File: src/sv/cwt_pkg.sv
package cwt_pkg;

    localparam int PC_W = 5;

    typedef enum logic [2:0] {
        OP_LOOKUP = 3'd0,
        OP_ADD    = 3'd1,
        OP_REMOVE = 3'd2,
        OP_UPDATE = 3'd3,
        OP_CLEAR  = 3'd4
    } t_opcode;

    typedef enum logic [1:0] {
        ST_OK        = 2'd0,
        ST_NOT_FOUND = 2'd1,
        ST_PRESENT   = 2'd2,
        ST_FULL      = 2'd3
    } t_status;

    typedef struct packed {
        logic [63:0] id_low;
        logic [19:0] id_high;
        logic [7:0]  level;
        logic        active;
    } t_entry;

    typedef enum logic [3:0] {
        A_NOP,
        A_READ,
        A_INC,
        A_HIT,
        A_ST_DUP,
        A_ST_NF,
        A_ST_FULL,
        A_APPEND,
        A_UPDATE,
        A_READ_NEXT,
        A_MOVE,
        A_DEC,
        A_CLEAR,
        A_DONE
    } t_action;

    typedef enum logic [3:0] {
        C_NEVER,
        C_ALWAYS,
        C_NOSTART,
        C_OP_CLEAR,
        C_OP_BAD,
        C_END,
        C_MATCH,
        C_OP_LOOKUP,
        C_OP_UPDATE,
        C_OP_REMOVE,
        C_OP_ADD,
        C_FULL,
        C_LAST
    } t_cond;

    typedef struct packed {
        t_action          action;
        t_cond            cond;
        logic [PC_W-1:0]  target;
    } t_uword;

    localparam logic [PC_W-1:0] PC_IDLE     = 5'd0;
    localparam logic [PC_W-1:0] PC_CHK_CLR  = 5'd1;
    localparam logic [PC_W-1:0] PC_CHK_BAD  = 5'd2;
    localparam logic [PC_W-1:0] PC_SRD      = 5'd3;
    localparam logic [PC_W-1:0] PC_SCMP     = 5'd4;
    localparam logic [PC_W-1:0] PC_SNEXT    = 5'd5;
    localparam logic [PC_W-1:0] PC_HIT      = 5'd6;
    localparam logic [PC_W-1:0] PC_HIT_UPD  = 5'd7;
    localparam logic [PC_W-1:0] PC_HIT_REM  = 5'd8;
    localparam logic [PC_W-1:0] PC_HIT_DUP  = 5'd9;
    localparam logic [PC_W-1:0] PC_MISS     = 5'd10;
    localparam logic [PC_W-1:0] PC_MISS_NF  = 5'd11;
    localparam logic [PC_W-1:0] PC_ADD_CHK  = 5'd12;
    localparam logic [PC_W-1:0] PC_APPEND   = 5'd13;
    localparam logic [PC_W-1:0] PC_FULL     = 5'd14;
    localparam logic [PC_W-1:0] PC_UPD      = 5'd15;
    localparam logic [PC_W-1:0] PC_SH_RD    = 5'd16;
    localparam logic [PC_W-1:0] PC_SH_WR    = 5'd17;
    localparam logic [PC_W-1:0] PC_SH_END   = 5'd18;
    localparam logic [PC_W-1:0] PC_CLR      = 5'd19;
    localparam logic [PC_W-1:0] PC_DONE     = 5'd20;

    // control store: a taken condition jumps to target, else step to pc + 1
    function automatic t_uword ucode(input logic [PC_W-1:0] pc);
        t_uword w;
        begin
            case (pc)
                PC_IDLE:    w = '{A_NOP,       C_NOSTART,   PC_IDLE};
                PC_CHK_CLR: w = '{A_NOP,       C_OP_CLEAR,  PC_CLR};
                PC_CHK_BAD: w = '{A_NOP,       C_OP_BAD,    PC_DONE};
                PC_SRD:     w = '{A_READ,      C_END,       PC_MISS};
                PC_SCMP:    w = '{A_NOP,       C_MATCH,     PC_HIT};
                PC_SNEXT:   w = '{A_INC,       C_ALWAYS,    PC_SRD};
                PC_HIT:     w = '{A_HIT,       C_OP_LOOKUP, PC_DONE};
                PC_HIT_UPD: w = '{A_NOP,       C_OP_UPDATE, PC_UPD};
                PC_HIT_REM: w = '{A_NOP,       C_OP_REMOVE, PC_SH_RD};
                PC_HIT_DUP: w = '{A_ST_DUP,    C_ALWAYS,    PC_DONE};
                PC_MISS:    w = '{A_NOP,       C_OP_ADD,    PC_ADD_CHK};
                PC_MISS_NF: w = '{A_ST_NF,     C_ALWAYS,    PC_DONE};
                PC_ADD_CHK: w = '{A_NOP,       C_FULL,      PC_FULL};
                PC_APPEND:  w = '{A_APPEND,    C_ALWAYS,    PC_DONE};
                PC_FULL:    w = '{A_ST_FULL,   C_ALWAYS,    PC_DONE};
                PC_UPD:     w = '{A_UPDATE,    C_ALWAYS,    PC_DONE};
                PC_SH_RD:   w = '{A_READ_NEXT, C_LAST,      PC_SH_END};
                PC_SH_WR:   w = '{A_MOVE,      C_ALWAYS,    PC_SH_RD};
                PC_SH_END:  w = '{A_DEC,       C_ALWAYS,    PC_DONE};
                PC_CLR:     w = '{A_CLEAR,     C_ALWAYS,    PC_DONE};
                PC_DONE:    w = '{A_DONE,      C_ALWAYS,    PC_IDLE};
                default:    w = '{A_NOP,       C_ALWAYS,    PC_IDLE};
            endcase
            return w;
        end
    endfunction

    // bytes past the identifier length read as zero
    function automatic logic [63:0] key_low(input logic [63:0] uid, input logic [3:0] nbytes);
        logic [63:0] k;
        begin
            for (int b = 0; b < 8; b++) begin
                k[b*8 +: 8] = (nbytes > 4'(b)) ? uid[b*8 +: 8] : 8'h00;
            end
            return k;
        end
    endfunction

    function automatic logic [19:0] key_high(input logic [15:0] uid, input logic [3:0] nbytes);
        logic [15:0] k;
        begin
            if (nbytes <= 4'd8) begin
                k = 16'h0000;
            end else if (nbytes == 4'd9) begin
                k = {8'h00, uid[7:0]};
            end else begin
                k = uid;
            end
            return {nbytes, k};
        end
    endfunction

endpackage

File: src/sv/cwt_ram.sv
module cwt_ram #(
    parameter int WIDTH = 8,
    parameter int DEPTH = 16,
    parameter int AW    = 4
) (
    input  logic             i_clk,
    input  logic             i_we,
    input  logic [AW-1:0]    i_waddr,
    input  logic [WIDTH-1:0] i_wdata,
    input  logic             i_re,
    input  logic [AW-1:0]    i_raddr,
    output logic [WIDTH-1:0] o_rdata
);

    logic [WIDTH-1:0] r_mem [DEPTH];
    logic [WIDTH-1:0] r_rdata;

    always_ff @(posedge i_clk) begin
        if (i_we) begin
            r_mem[i_waddr] <= i_wdata;
        end
        if (i_re) begin
            r_rdata <= r_mem[i_raddr];
        end
    end

    assign o_rdata = r_rdata;

endmodule

File: src/sv/card_whitelist_table_core.sv
// Card whitelist table. One command is taken when start is high and busy is low; exactly
// one result comes back later as a single-cycle o_valid pulse, which the receiver must take
// as it comes. Timing is set by the entry RAM with registered read that a small microcoded
// sequencer walks one entry at a time: a lookup, add, update or remove compares the entries
// in turn until a match or the end of the count; a remove also moves each later entry down
// one place; clear and unused opcodes skip the walk. No clearing pass after reset: entries
// past the count are never used.
module card_whitelist_table_core
    import cwt_pkg::*;
#(
    parameter int TABLE_DEPTH = 16
) (
    input  logic        i_clk,
    input  logic        i_rst_n,
    input  logic        start,
    output logic        busy,
    input  logic [2:0]  i_opcode,
    input  logic [63:0] i_uid_low,
    input  logic [15:0] i_uid_high,
    input  logic [3:0]  i_uid_bytes,
    input  logic [7:0]  i_level_in,
    input  logic        i_keep_level,
    output logic        o_valid,
    output logic [1:0]  o_status,
    output logic        o_found,
    output logic        o_authorized,
    output logic [7:0]  o_level_out,
    output logic [4:0]  o_card_count
);

    localparam int AW = (TABLE_DEPTH > 1) ? $clog2(TABLE_DEPTH) : 1;
    localparam int CW = $clog2(TABLE_DEPTH + 1);
    localparam int EW = $bits(t_entry);

    logic [PC_W-1:0] r_pc, n_pc;
    logic [CW-1:0]   r_count, r_idx;
    logic [2:0]      r_op;
    logic [63:0]     r_key_lo;
    logic [19:0]     r_key_hi;
    logic [7:0]      r_level_in;
    logic            r_keep;
    t_status         r_status;
    logic            r_found, r_auth;
    logic [7:0]      r_level;

    t_uword          uw;
    logic            take;
    logic            accept;
    logic [CW:0]     idx_inc;
    t_entry          rd_entry, wr_entry;
    logic [EW-1:0]   ram_rdata;
    logic            ram_we, ram_re;
    logic [AW-1:0]   ram_waddr, ram_raddr;

    assign uw        = ucode(r_pc);
    assign accept    = start && (r_pc == PC_IDLE);
    assign idx_inc   = {1'b0, r_idx} + 1'b1;
    assign rd_entry  = t_entry'(ram_rdata);

    // sequencer branch conditions
    always_comb begin
        case (uw.cond)
            C_NEVER:     take = 1'b0;
            C_ALWAYS:    take = 1'b1;
            C_NOSTART:   take = !start;
            C_OP_CLEAR:  take = (r_op == OP_CLEAR);
            C_OP_BAD:    take = (r_op > OP_CLEAR);
            C_END:       take = (r_idx >= r_count);
            C_MATCH:     take = (rd_entry.id_low == r_key_lo) && (rd_entry.id_high == r_key_hi);
            C_OP_LOOKUP: take = (r_op == OP_LOOKUP);
            C_OP_UPDATE: take = (r_op == OP_UPDATE);
            C_OP_REMOVE: take = (r_op == OP_REMOVE);
            C_OP_ADD:    take = (r_op == OP_ADD);
            C_FULL:      take = (r_count == CW'(TABLE_DEPTH));
            C_LAST:      take = (idx_inc >= {1'b0, r_count});
            default:     take = 1'b0;
        endcase
        n_pc = take ? uw.target : r_pc + 1'b1;
    end

    // ram port control
    always_comb begin
        ram_re    = 1'b0;
        ram_raddr = r_idx[AW-1:0];
        ram_we    = 1'b0;
        ram_waddr = r_idx[AW-1:0];
        wr_entry  = rd_entry;
        case (uw.action)
            A_READ: begin
                ram_re = 1'b1;
            end
            A_READ_NEXT: begin
                ram_re    = 1'b1;
                ram_raddr = idx_inc[AW-1:0];
            end
            A_MOVE: begin
                ram_we = 1'b1;
            end
            A_UPDATE: begin
                ram_we         = !r_keep;
                wr_entry.level = r_level_in;
            end
            A_APPEND: begin
                ram_we    = 1'b1;
                ram_waddr = r_count[AW-1:0];
                wr_entry  = '{id_low: r_key_lo, id_high: r_key_hi,
                              level: r_level_in, active: 1'b1};
            end
            default: begin
                ram_we = 1'b0;
            end
        endcase
    end

    cwt_ram #(
        .WIDTH (EW),
        .DEPTH (TABLE_DEPTH),
        .AW    (AW)
    ) u_ram (
        .i_clk   (i_clk),
        .i_we    (ram_we),
        .i_waddr (ram_waddr),
        .i_wdata (EW'(wr_entry)),
        .i_re    (ram_re),
        .i_raddr (ram_raddr),
        .o_rdata (ram_rdata)
    );

    always_ff @(posedge i_clk) begin
        if (!i_rst_n) begin
            r_pc    <= PC_IDLE;
            r_count <= '0;
        end else begin
            r_pc <= n_pc;
            case (uw.action)
                A_APPEND: r_count <= r_count + 1'b1;
                A_DEC:    r_count <= r_count - 1'b1;
                A_CLEAR:  r_count <= '0;
                default:  r_count <= r_count;
            endcase
        end
    end

    // command latch and result registers
    always_ff @(posedge i_clk) begin
        if (accept) begin
            r_op       <= i_opcode;
            r_key_lo   <= key_low(i_uid_low, i_uid_bytes);
            r_key_hi   <= key_high(i_uid_high, i_uid_bytes);
            r_level_in <= i_level_in;
            r_keep     <= i_keep_level;
            r_idx      <= '0;
            r_status   <= ST_OK;
            r_found    <= 1'b0;
            r_auth     <= 1'b0;
            r_level    <= 8'h00;
        end else begin
            case (uw.action)
                A_INC, A_MOVE: r_idx <= idx_inc[CW-1:0];
                A_HIT: begin
                    r_found <= 1'b1;
                    r_auth  <= rd_entry.active;
                    r_level <= rd_entry.level;
                end
                A_ST_DUP:  r_status <= ST_PRESENT;
                A_ST_NF:   r_status <= ST_NOT_FOUND;
                A_ST_FULL: r_status <= ST_FULL;
                default:   r_idx <= r_idx;
            endcase
        end
    end

    assign busy         = (r_pc != PC_IDLE);
    assign o_valid      = (r_pc == PC_DONE);
    assign o_status     = r_status;
    assign o_found      = r_found;
    assign o_authorized = r_auth;
    assign o_level_out  = r_level;
    assign o_card_count = 5'(r_count);

    a_count_bound: assert property (@(posedge i_clk) disable iff (!i_rst_n)
        r_count <= CW'(TABLE_DEPTH))
        else $error("entry count beyond table depth");

    a_accept_busy: assert property (@(posedge i_clk) disable iff (!i_rst_n)
        accept |=> busy)
        else $error("command transfer did not start the sequencer");

    a_present_found: assert property (@(posedge i_clk) disable iff (!i_rst_n)
        (o_valid && o_status == ST_PRESENT) |-> o_found)
        else $error("duplicate reported without a match");

    a_miss_clean: assert property (@(posedge i_clk) disable iff (!i_rst_n)
        (o_valid && !o_found) |-> (!o_authorized && o_level_out == 8'h00))
        else $error("miss carries entry data");

    a_count_moves: assert property (@(posedge i_clk) disable iff (!i_rst_n)
        (r_pc == PC_IDLE && $past(r_pc) == PC_IDLE) |-> $stable(r_count))
        else $error("entry count changed while idle");

endmodule

File: config.mk
export PLATFORM = sky130hd
export DESIGN_NAME = card_whitelist_table_core
export DESIGN_NICKNAME = d
export VERILOG_FILES = /design/src/sv/cwt_pkg.sv /design/src/sv/cwt_ram.sv /design/src/sv/card_whitelist_table_core.sv
export SDC_FILE = /design/constraint.sdc
export NUM_CORES = 2
export LEC_CHECK = 0
export BUFFER_PORTS_ARGS = -buffer_cell sky130_fd_sc_hd__buf_2
export CAP_MARGIN = 20
export CORE_ASPECT_RATIO = 0.8
export CORE_MARGIN = 3
export CORE_UTILIZATION = 50
export CTS_BUF_LIST = sky130_fd_sc_hd__clkbuf_16
export CTS_CLUSTER_SIZE = 40
export DETAILED_ROUTE_END_ITERATION = 16
export PLACE_DENSITY = 0.77
export REMOVE_ABC_BUFFERS = 1
export SYNTH_ARGS = -nofsm -noshare
export SYNTH_HDL_FRONTEND = slang
export SYNTH_SLANG_ARGS = --single-unit
File: constraint.sdc
create_clock -name i_clk -period 5.4 [get_ports i_clk]
set_clock_uncertainty 0.05 [all_clocks]
set_input_delay 0.54 -clock i_clk [delete_from_list [all_inputs] [get_ports i_clk]]
set_output_delay 0.54 -clock i_clk [all_outputs]
set_load 0.03 [all_outputs]
; ---- Word-level counts from Yosys, hierarchy flattened
; Memory sizes are Yosys's and may differ from the RTL's. A register that Yosys moved wholly into a read port is not among the register bits.
; Cells that the tools add are included.
[op_classes]
n_addsub = 4
n_lt_le_gt_ge = 12
n_eq_ne = 33
n_mux = 14
n_reduce_logical = 14
[op_table]
columns = operator, count
row1 = 2-to-1 mux 84 bit, 1
row2 = == test 64 bit, 1
row3 = == test 4 bit (second input constant), 11
row4 = == test 4 x 3 -> 1 bit (second input constant), 8
row5 = == test 20 bit, 1
row6 = == test 4 x 2 -> 1 bit (second input constant), 4
row7 = greater-than comparator 4 x 3 -> 1 bit (second input constant), 4
row8 = case mux 5 bit (3 select lines), 1
row9 = case mux 1 bit (12 select lines), 1
row10 = adder 5 x 1 -> 5 bit (second input constant), 2
row11 = == test 5 bit (second input constant), 2
row12 = 2-to-1 mux 5 bit, 2
row13 = OR reduction 2 bit, 5
row14 = == test 4 x 1 -> 1 bit (second input constant), 2
row15 = greater-than comparator 4 x 1 -> 1 bit (second input constant), 2
row16 = greater-than comparator 4 x 2 -> 1 bit (second input constant), 2
row17 = 2-to-1 mux 4 bit, 2
row18 = 2-to-1 mux 8 bit, 1
row19 = adder 5 x 1 -> 6 bit (second input constant), 1
row20 = == test 3 x 2 -> 1 bit (second input constant), 2
row21 = greater-or-equal comparator 6 x 5 -> 1 bit, 1
row22 = case mux 2 bit (3 select lines), 1
row23 = nonzero test 3 bit, 2
row24 = greater-or-equal comparator 5 bit, 1
row25 = 12 further kinds, 17
[word_totals]
ff_bits = 123
ramBits = 1488
rom_bits = 416
out_inout_bits = 19
wordCells = 100
memories = 2
[memory_table]
columns = memory, words, width, read_ports, rd_ports_with_merged_regs, write_ports, line_no
row1 = u_ram.r_mem, 16, 93, 1, 1, 1, cwt_ram.sv:15  ; logic [WIDTH-1:0] r_mem [DEPTH];
row2 = (no name shown), 32, 13, 1, 1, 0, cwt_pkg.sv:92  ; case (pc)

; ---- Longest topological paths before layout
[depth]
word_depth = 5
ltp_mapped = 17
mapped_depth_nobuf = 16

; ---- Modules after synthesis
; From an unflattened synthesis, not the netlist that was laid out.
[unflattened]
hier_cells = 3318
area_unflattened_um2 = 66667.7
[modules_own_cells]
columns = mod, instances, cells_per_inst, area_per_inst_um2, seq_area_each_um2
row1 = cwt_ram, 1, 2382, 58325.9, 47475.5
row2 = card_whitelist_table_core, 1, 936, 8341.8, 3683.5

; ---- Least setup slack after synthesis
; No wires, ideal clock.
[synth_path]
path_type = flip-flop to flip-flop
startpoint = register, netlist name uw[11]
endpoint = memory u_ram.r_mem[12][0] in the netlist's numbering, enable pin
setup_ps = 546
arrival_time_ps = 5220
required_ps = 4804
slack_ps = -416
path_stages_with_launch = 8
n_path_buf = 2
path_cell_list = dfxtp_1 buf_2 nor2b_1 nand3_1 clkbuf_1 nand2_1 o21ai_0 nor2_1
[synth_between]
elab_chain_len = 5
elab_cells_between_ends = 8
cone_classes = 3 x eq/ne / 4 x mux / 1 x reduce/logical
[synth_rtl]
columns = item, line_no
row1 = == test 4 bit or == test 4 x 3 -> 1 bit (tied branches), card_whitelist_table_core.sv:88  ; case (uw.action)
row2 = OR reduction 2 bit (no source line), n/a
row3 = case mux 1 bit (2 select lines), card_whitelist_table_core.sv:88
row4 = 2-to-1 mux 1 bit, cwt_ram.sv:19  ; if (i_we) begin
row5 = 2-to-1 mux 1 bit (implied by the code), cwt_ram.sv:20  ; r_mem[i_waddr] <= i_wdata;
row6 = to (decl), cwt_ram.sv:15
; Several ways; a longest one is shown, not always the timed one.

; ---- Final worst setup path
[layout_path]
startpoint = register u_ram.r_rdata[10], in the netlist u_ram.o_rdata[10], read port of u_ram.r_mem
endpoint = register, netlist name uw[2]
[layout_between]
elab_chain_len = 5
[layout_rtl]
columns = item, line_no
row1 = from (decl), cwt_ram.sv:16  ; logic [WIDTH-1:0] r_rdata;
row2 = == test 20 bit, card_whitelist_table_core.sv:69  ; C_MATCH: take = (rd_entry.id_low == r_key_lo) && (rd_entry.id_high == r_key_hi);
row3 = logical AND 1 bit, card_whitelist_table_core.sv:69
row4 = case mux 1 bit (12 select lines), card_whitelist_table_core.sv:62  ; case (uw.cond)
row5 = 2-to-1 mux 5 bit, card_whitelist_table_core.sv:78  ; n_pc = take ? uw.target : r_pc + 1'b1;
row6 = 2-to-1 mux 5 bit (no source line), n/a
; No other way between the ends.
; A chain may end at the register's enable or synchronous reset.

==> results.toml <==
[synthesis]
synth_top_area_share = 0.753
syn_avg_cell_area_um2 = 21.5
synth.yosys.warnings = 0
synth_seq_cells = 1717
synth_top_area_cell = "edfxtp_1"
synthCells = 3105
synth.yosys.seq_area_share = 0.765
synthFlopType = "edfxtp_1"
ys_async_sr_fraction = 0
yosysUniqueCellTypes = 72
synth.cell_area_um2 = 66900
synth_edf_count = 1677
synthTopCellsByArea = "edfxtp_1 (75%), mux4_2 (16%), nand2_1 (1.6%)"

[routing]
avgViaCountPerCell = 6.35
dr.pass1.iters = 5
first_iter_violations = 5041
wl_per_cell_um = 31.2
vias = 33100
drt-total-wl_um = 163000
ant_nets = 0
drc = 0

[power_and_ir_drop]
fin_total_pwr_w = 0.0347
leakage_nw = 24.7
peakVddDrop_v = 0.000328
switchingPower_w = 0.00933
clock_power_share = 0.301
p_seq_frac = 0.491
pwr-share-comb = 0.208
power_density_nw_per_um2 = 461
p_sw_frac = 0.269
p_int_w = 0.0254

[floorplan]
die_h_um = 333
dieArea_um2 = 138000
die_x_um = 415
initial_core_util = 0.506
coreArea_um2 = 132000
num_rows = 119
io_pins = 118

[timing]
fin_crit_ps = 4560
rsz0062_at_grt = "no"
setup_violations = 0
slew_violations = 0
fin_ws_ps = 844
finalHoldViolCount = 0
slew-limit-headroom = 0.223
worstMarginPinSlew_ps = 1160
post-route-period-util = 0.844
max_freq_ghz = 0.219

[worst_hold_path]
hold_path_class = "in2reg"

[grt]
grt_max_degree = 114
antenna_found_initial = 11
grt_pass1_vias = 33600
gr-total-overflow = 0
grt_pass1_wl_um = 237000
grtUsageTotal = 0.236

[clock_network]
post_cts_buffers = 0
postCtsResizedCells = 0
cts_tree = "done"
clk_latency_ps = 770
h-tree-depth = 4
hold_buffers = 22
cts_buffers = 154
clock_sinks = 1717
clkTransAtPathRegs_ps = 60
cts_buffer_depth = 3
cts_root_buf = "clkbuf_16"

[placed_design]
place_ws_ps = 1040
gp_congestion = 0.833
dp_hpwl_um = 80300
place_area_um2 = 70300
io_buffers = 117

[setup_path]
crit_type = "reg2reg"
cp.required_ps = 6030
endpoint_kind = "flip-flop"
cp_max_fo = 8
startpoint_type = "flip-flop"
cp.arrival_ps = 5180

[finish]
drive_above_1_share = 0.269
fillers = 9224
area_growth_pct = 12.6
regArea_um2 = 51200
multi_input_area_um2 = 15200
fin_util = 0.570
fin_nets = 3467
design_area_um2 = 75300

[outcome]
outcome = "complete, no violations"

[flow_run]
maxCapViolations = 0
## cells by family after synthesis
family | Yosys count | share of synthesized area
compound gates | 100 | 0.00997
xor+xnor | 98 | 0.0128
fa+ha+maj | 25 | 0.00479
buf+inv | 162 | 0.0113
flops | 1717 | 0.765
mux | 483 | 0.160
simple gates | 520 | 0.0368
## per-layer routing
metal | vias to the layer above | wire [um] | track usage
li1 | 13200 | - | -
met1 | 17500 | 62200 | 0.337
met2 | 2133 | 78800 | 0.375
met3 | 304 | 16600 | 0.0413
met4 | 4 | 5230 | 0.0817
met5 | - | 26 | 0
## worst max-delay path, cell delays in order (launching register included)
cell and delay (ps):
edfxtp_1 400, xor2_1 180, nor4_1 750, nand4_1 440, nor4_2 530, and2_1 370, o21ai_0 160, a21oi_1 180
buf_4 180, ha_1 240, inv_1 100, or4_1 530, o21ai_0 100, o31ai_1 80, a22oi_1 180
## layout by cell type, fill, tap and decap left out, types with 28 or more instances in the layout
| cell | synthesis | layout |
|---|---|---|
| buf_12 | 0 | 36 |
| edfxtp_1 | 1677 | 1677 |
| dfxtp_1 | 40 | 40 |
| mux4_2 | 465 | 465 |
| clkbuf_16 | 0 | 157 |
| nor2b_1 | 53 | 53 |
| nand2_1 | 288 | 288 |
| clkinv_1 | 1 | 31 |
| buf_2 | 48 | 119 |
| a21oi_1 | 29 | 28 |
| clkinv_2 | 0 | 29 |
| and2_1 | 37 | 37 |
| buf_4 | 1 | 46 |
| inv_1 | 19 | 55 |
| xor2_1 | 80 | 80 |
## power by group through the flow
stage	combinational (W)	sequential [W]	clock, W
2_1_floorplan	0.00528	0.0170	0
3_3_place_gp	0.00698	0.0172	0
3_5_place_dp	0.00715	0.0173	0
4_1_cts	0.00725	0.0170	0.0106
5_1_grt	0.00775	0.0171	0.0111
6_report	0.00722	0.0170	0.0105
## final timing paths
kind | start | end | slack (ps) | depth (start not counted)
setup reg to reg | u_ram.o_rdata[10]$_DFFE_PP_ | uw[2]$_DFF_P_ | 840 | 14
hold / removal | i_uid_low[61] | r_key_lo[61]$_SDFFCE_PP0P_ | 40 | 2
setup / recovery | u_ram.o_rdata[10]$_DFFE_PP_ | uw[2]$_DFF_P_ | 840 | 14
hold reg to reg | o_level_out[1]$_SDFFE_PP0N_ | o_level_out[1]$_SDFFE_PP0N_ | 400 | 2
## area by class of cell
class,instances,area share
Sequential cell,1717,0.679
Clock inverter,123,0.0115
Multi-Input combinational cell,1226,0.202
Inverter,21,0.00105
Antenna cell,1,0.0000332
Clock buffer,157,0.0521
Timing Repair Buffer,223,0.0250
Tap cell,1754,0.0291
## sequential cells by signal (all words and copies together) (netlist names)
| register | cells |
|---|---|
| r_level_in | 8 |
| o_card_count | 5 |
| uw | 13 |
| r_key_lo | 64 |
| r_pc | 5 |
| r_idx | 5 |
| o_status | 2 |
| r_key_hi | 20 |
| o_found | 1 |
| u_ram.r_mem | 1488 |
| r_keep | 1 |
| o_authorized | 1 |
| o_level_out | 8 |
| u_ram.o_rdata | 93 |
| r_op | 3 |
## synthesized netlist by cell type (all sizes together), types with 3 or more instances
cell and count:
mux2 10, a31oi 7, dfxtp 40, a22oi 7
nor4 21, nand4 9, ha 24, mux2i 8
a21oi 29, nor2 47, o211ai 5, o32ai 4
o21ai 23, inv 20, and2 37, buf 72
nand3 12, nand2b 9, nor3 19, a211oi 5
xnor2 18, clkbuf 69, nor2b 53, or3 5
xor2 80, nand2 289, o31ai 3, mux4 465
edfxtp 1677, and3 4
## stage by stage
step / cells / setup TNS (ps) / hold slack (ps)
2_1_floorplan: 2964 / -7029710 / 434
3_3_place_gp: 4915 / 0 / 395
3_5_place_dp: 4917 / 0 / 396
4_1_cts: 5219 / 0 / 2.64
5_1_grt: 5221 / 0 / 29.9
6_report: 5222 / 0 / 39.3
(Power assumes the default switching activity.)
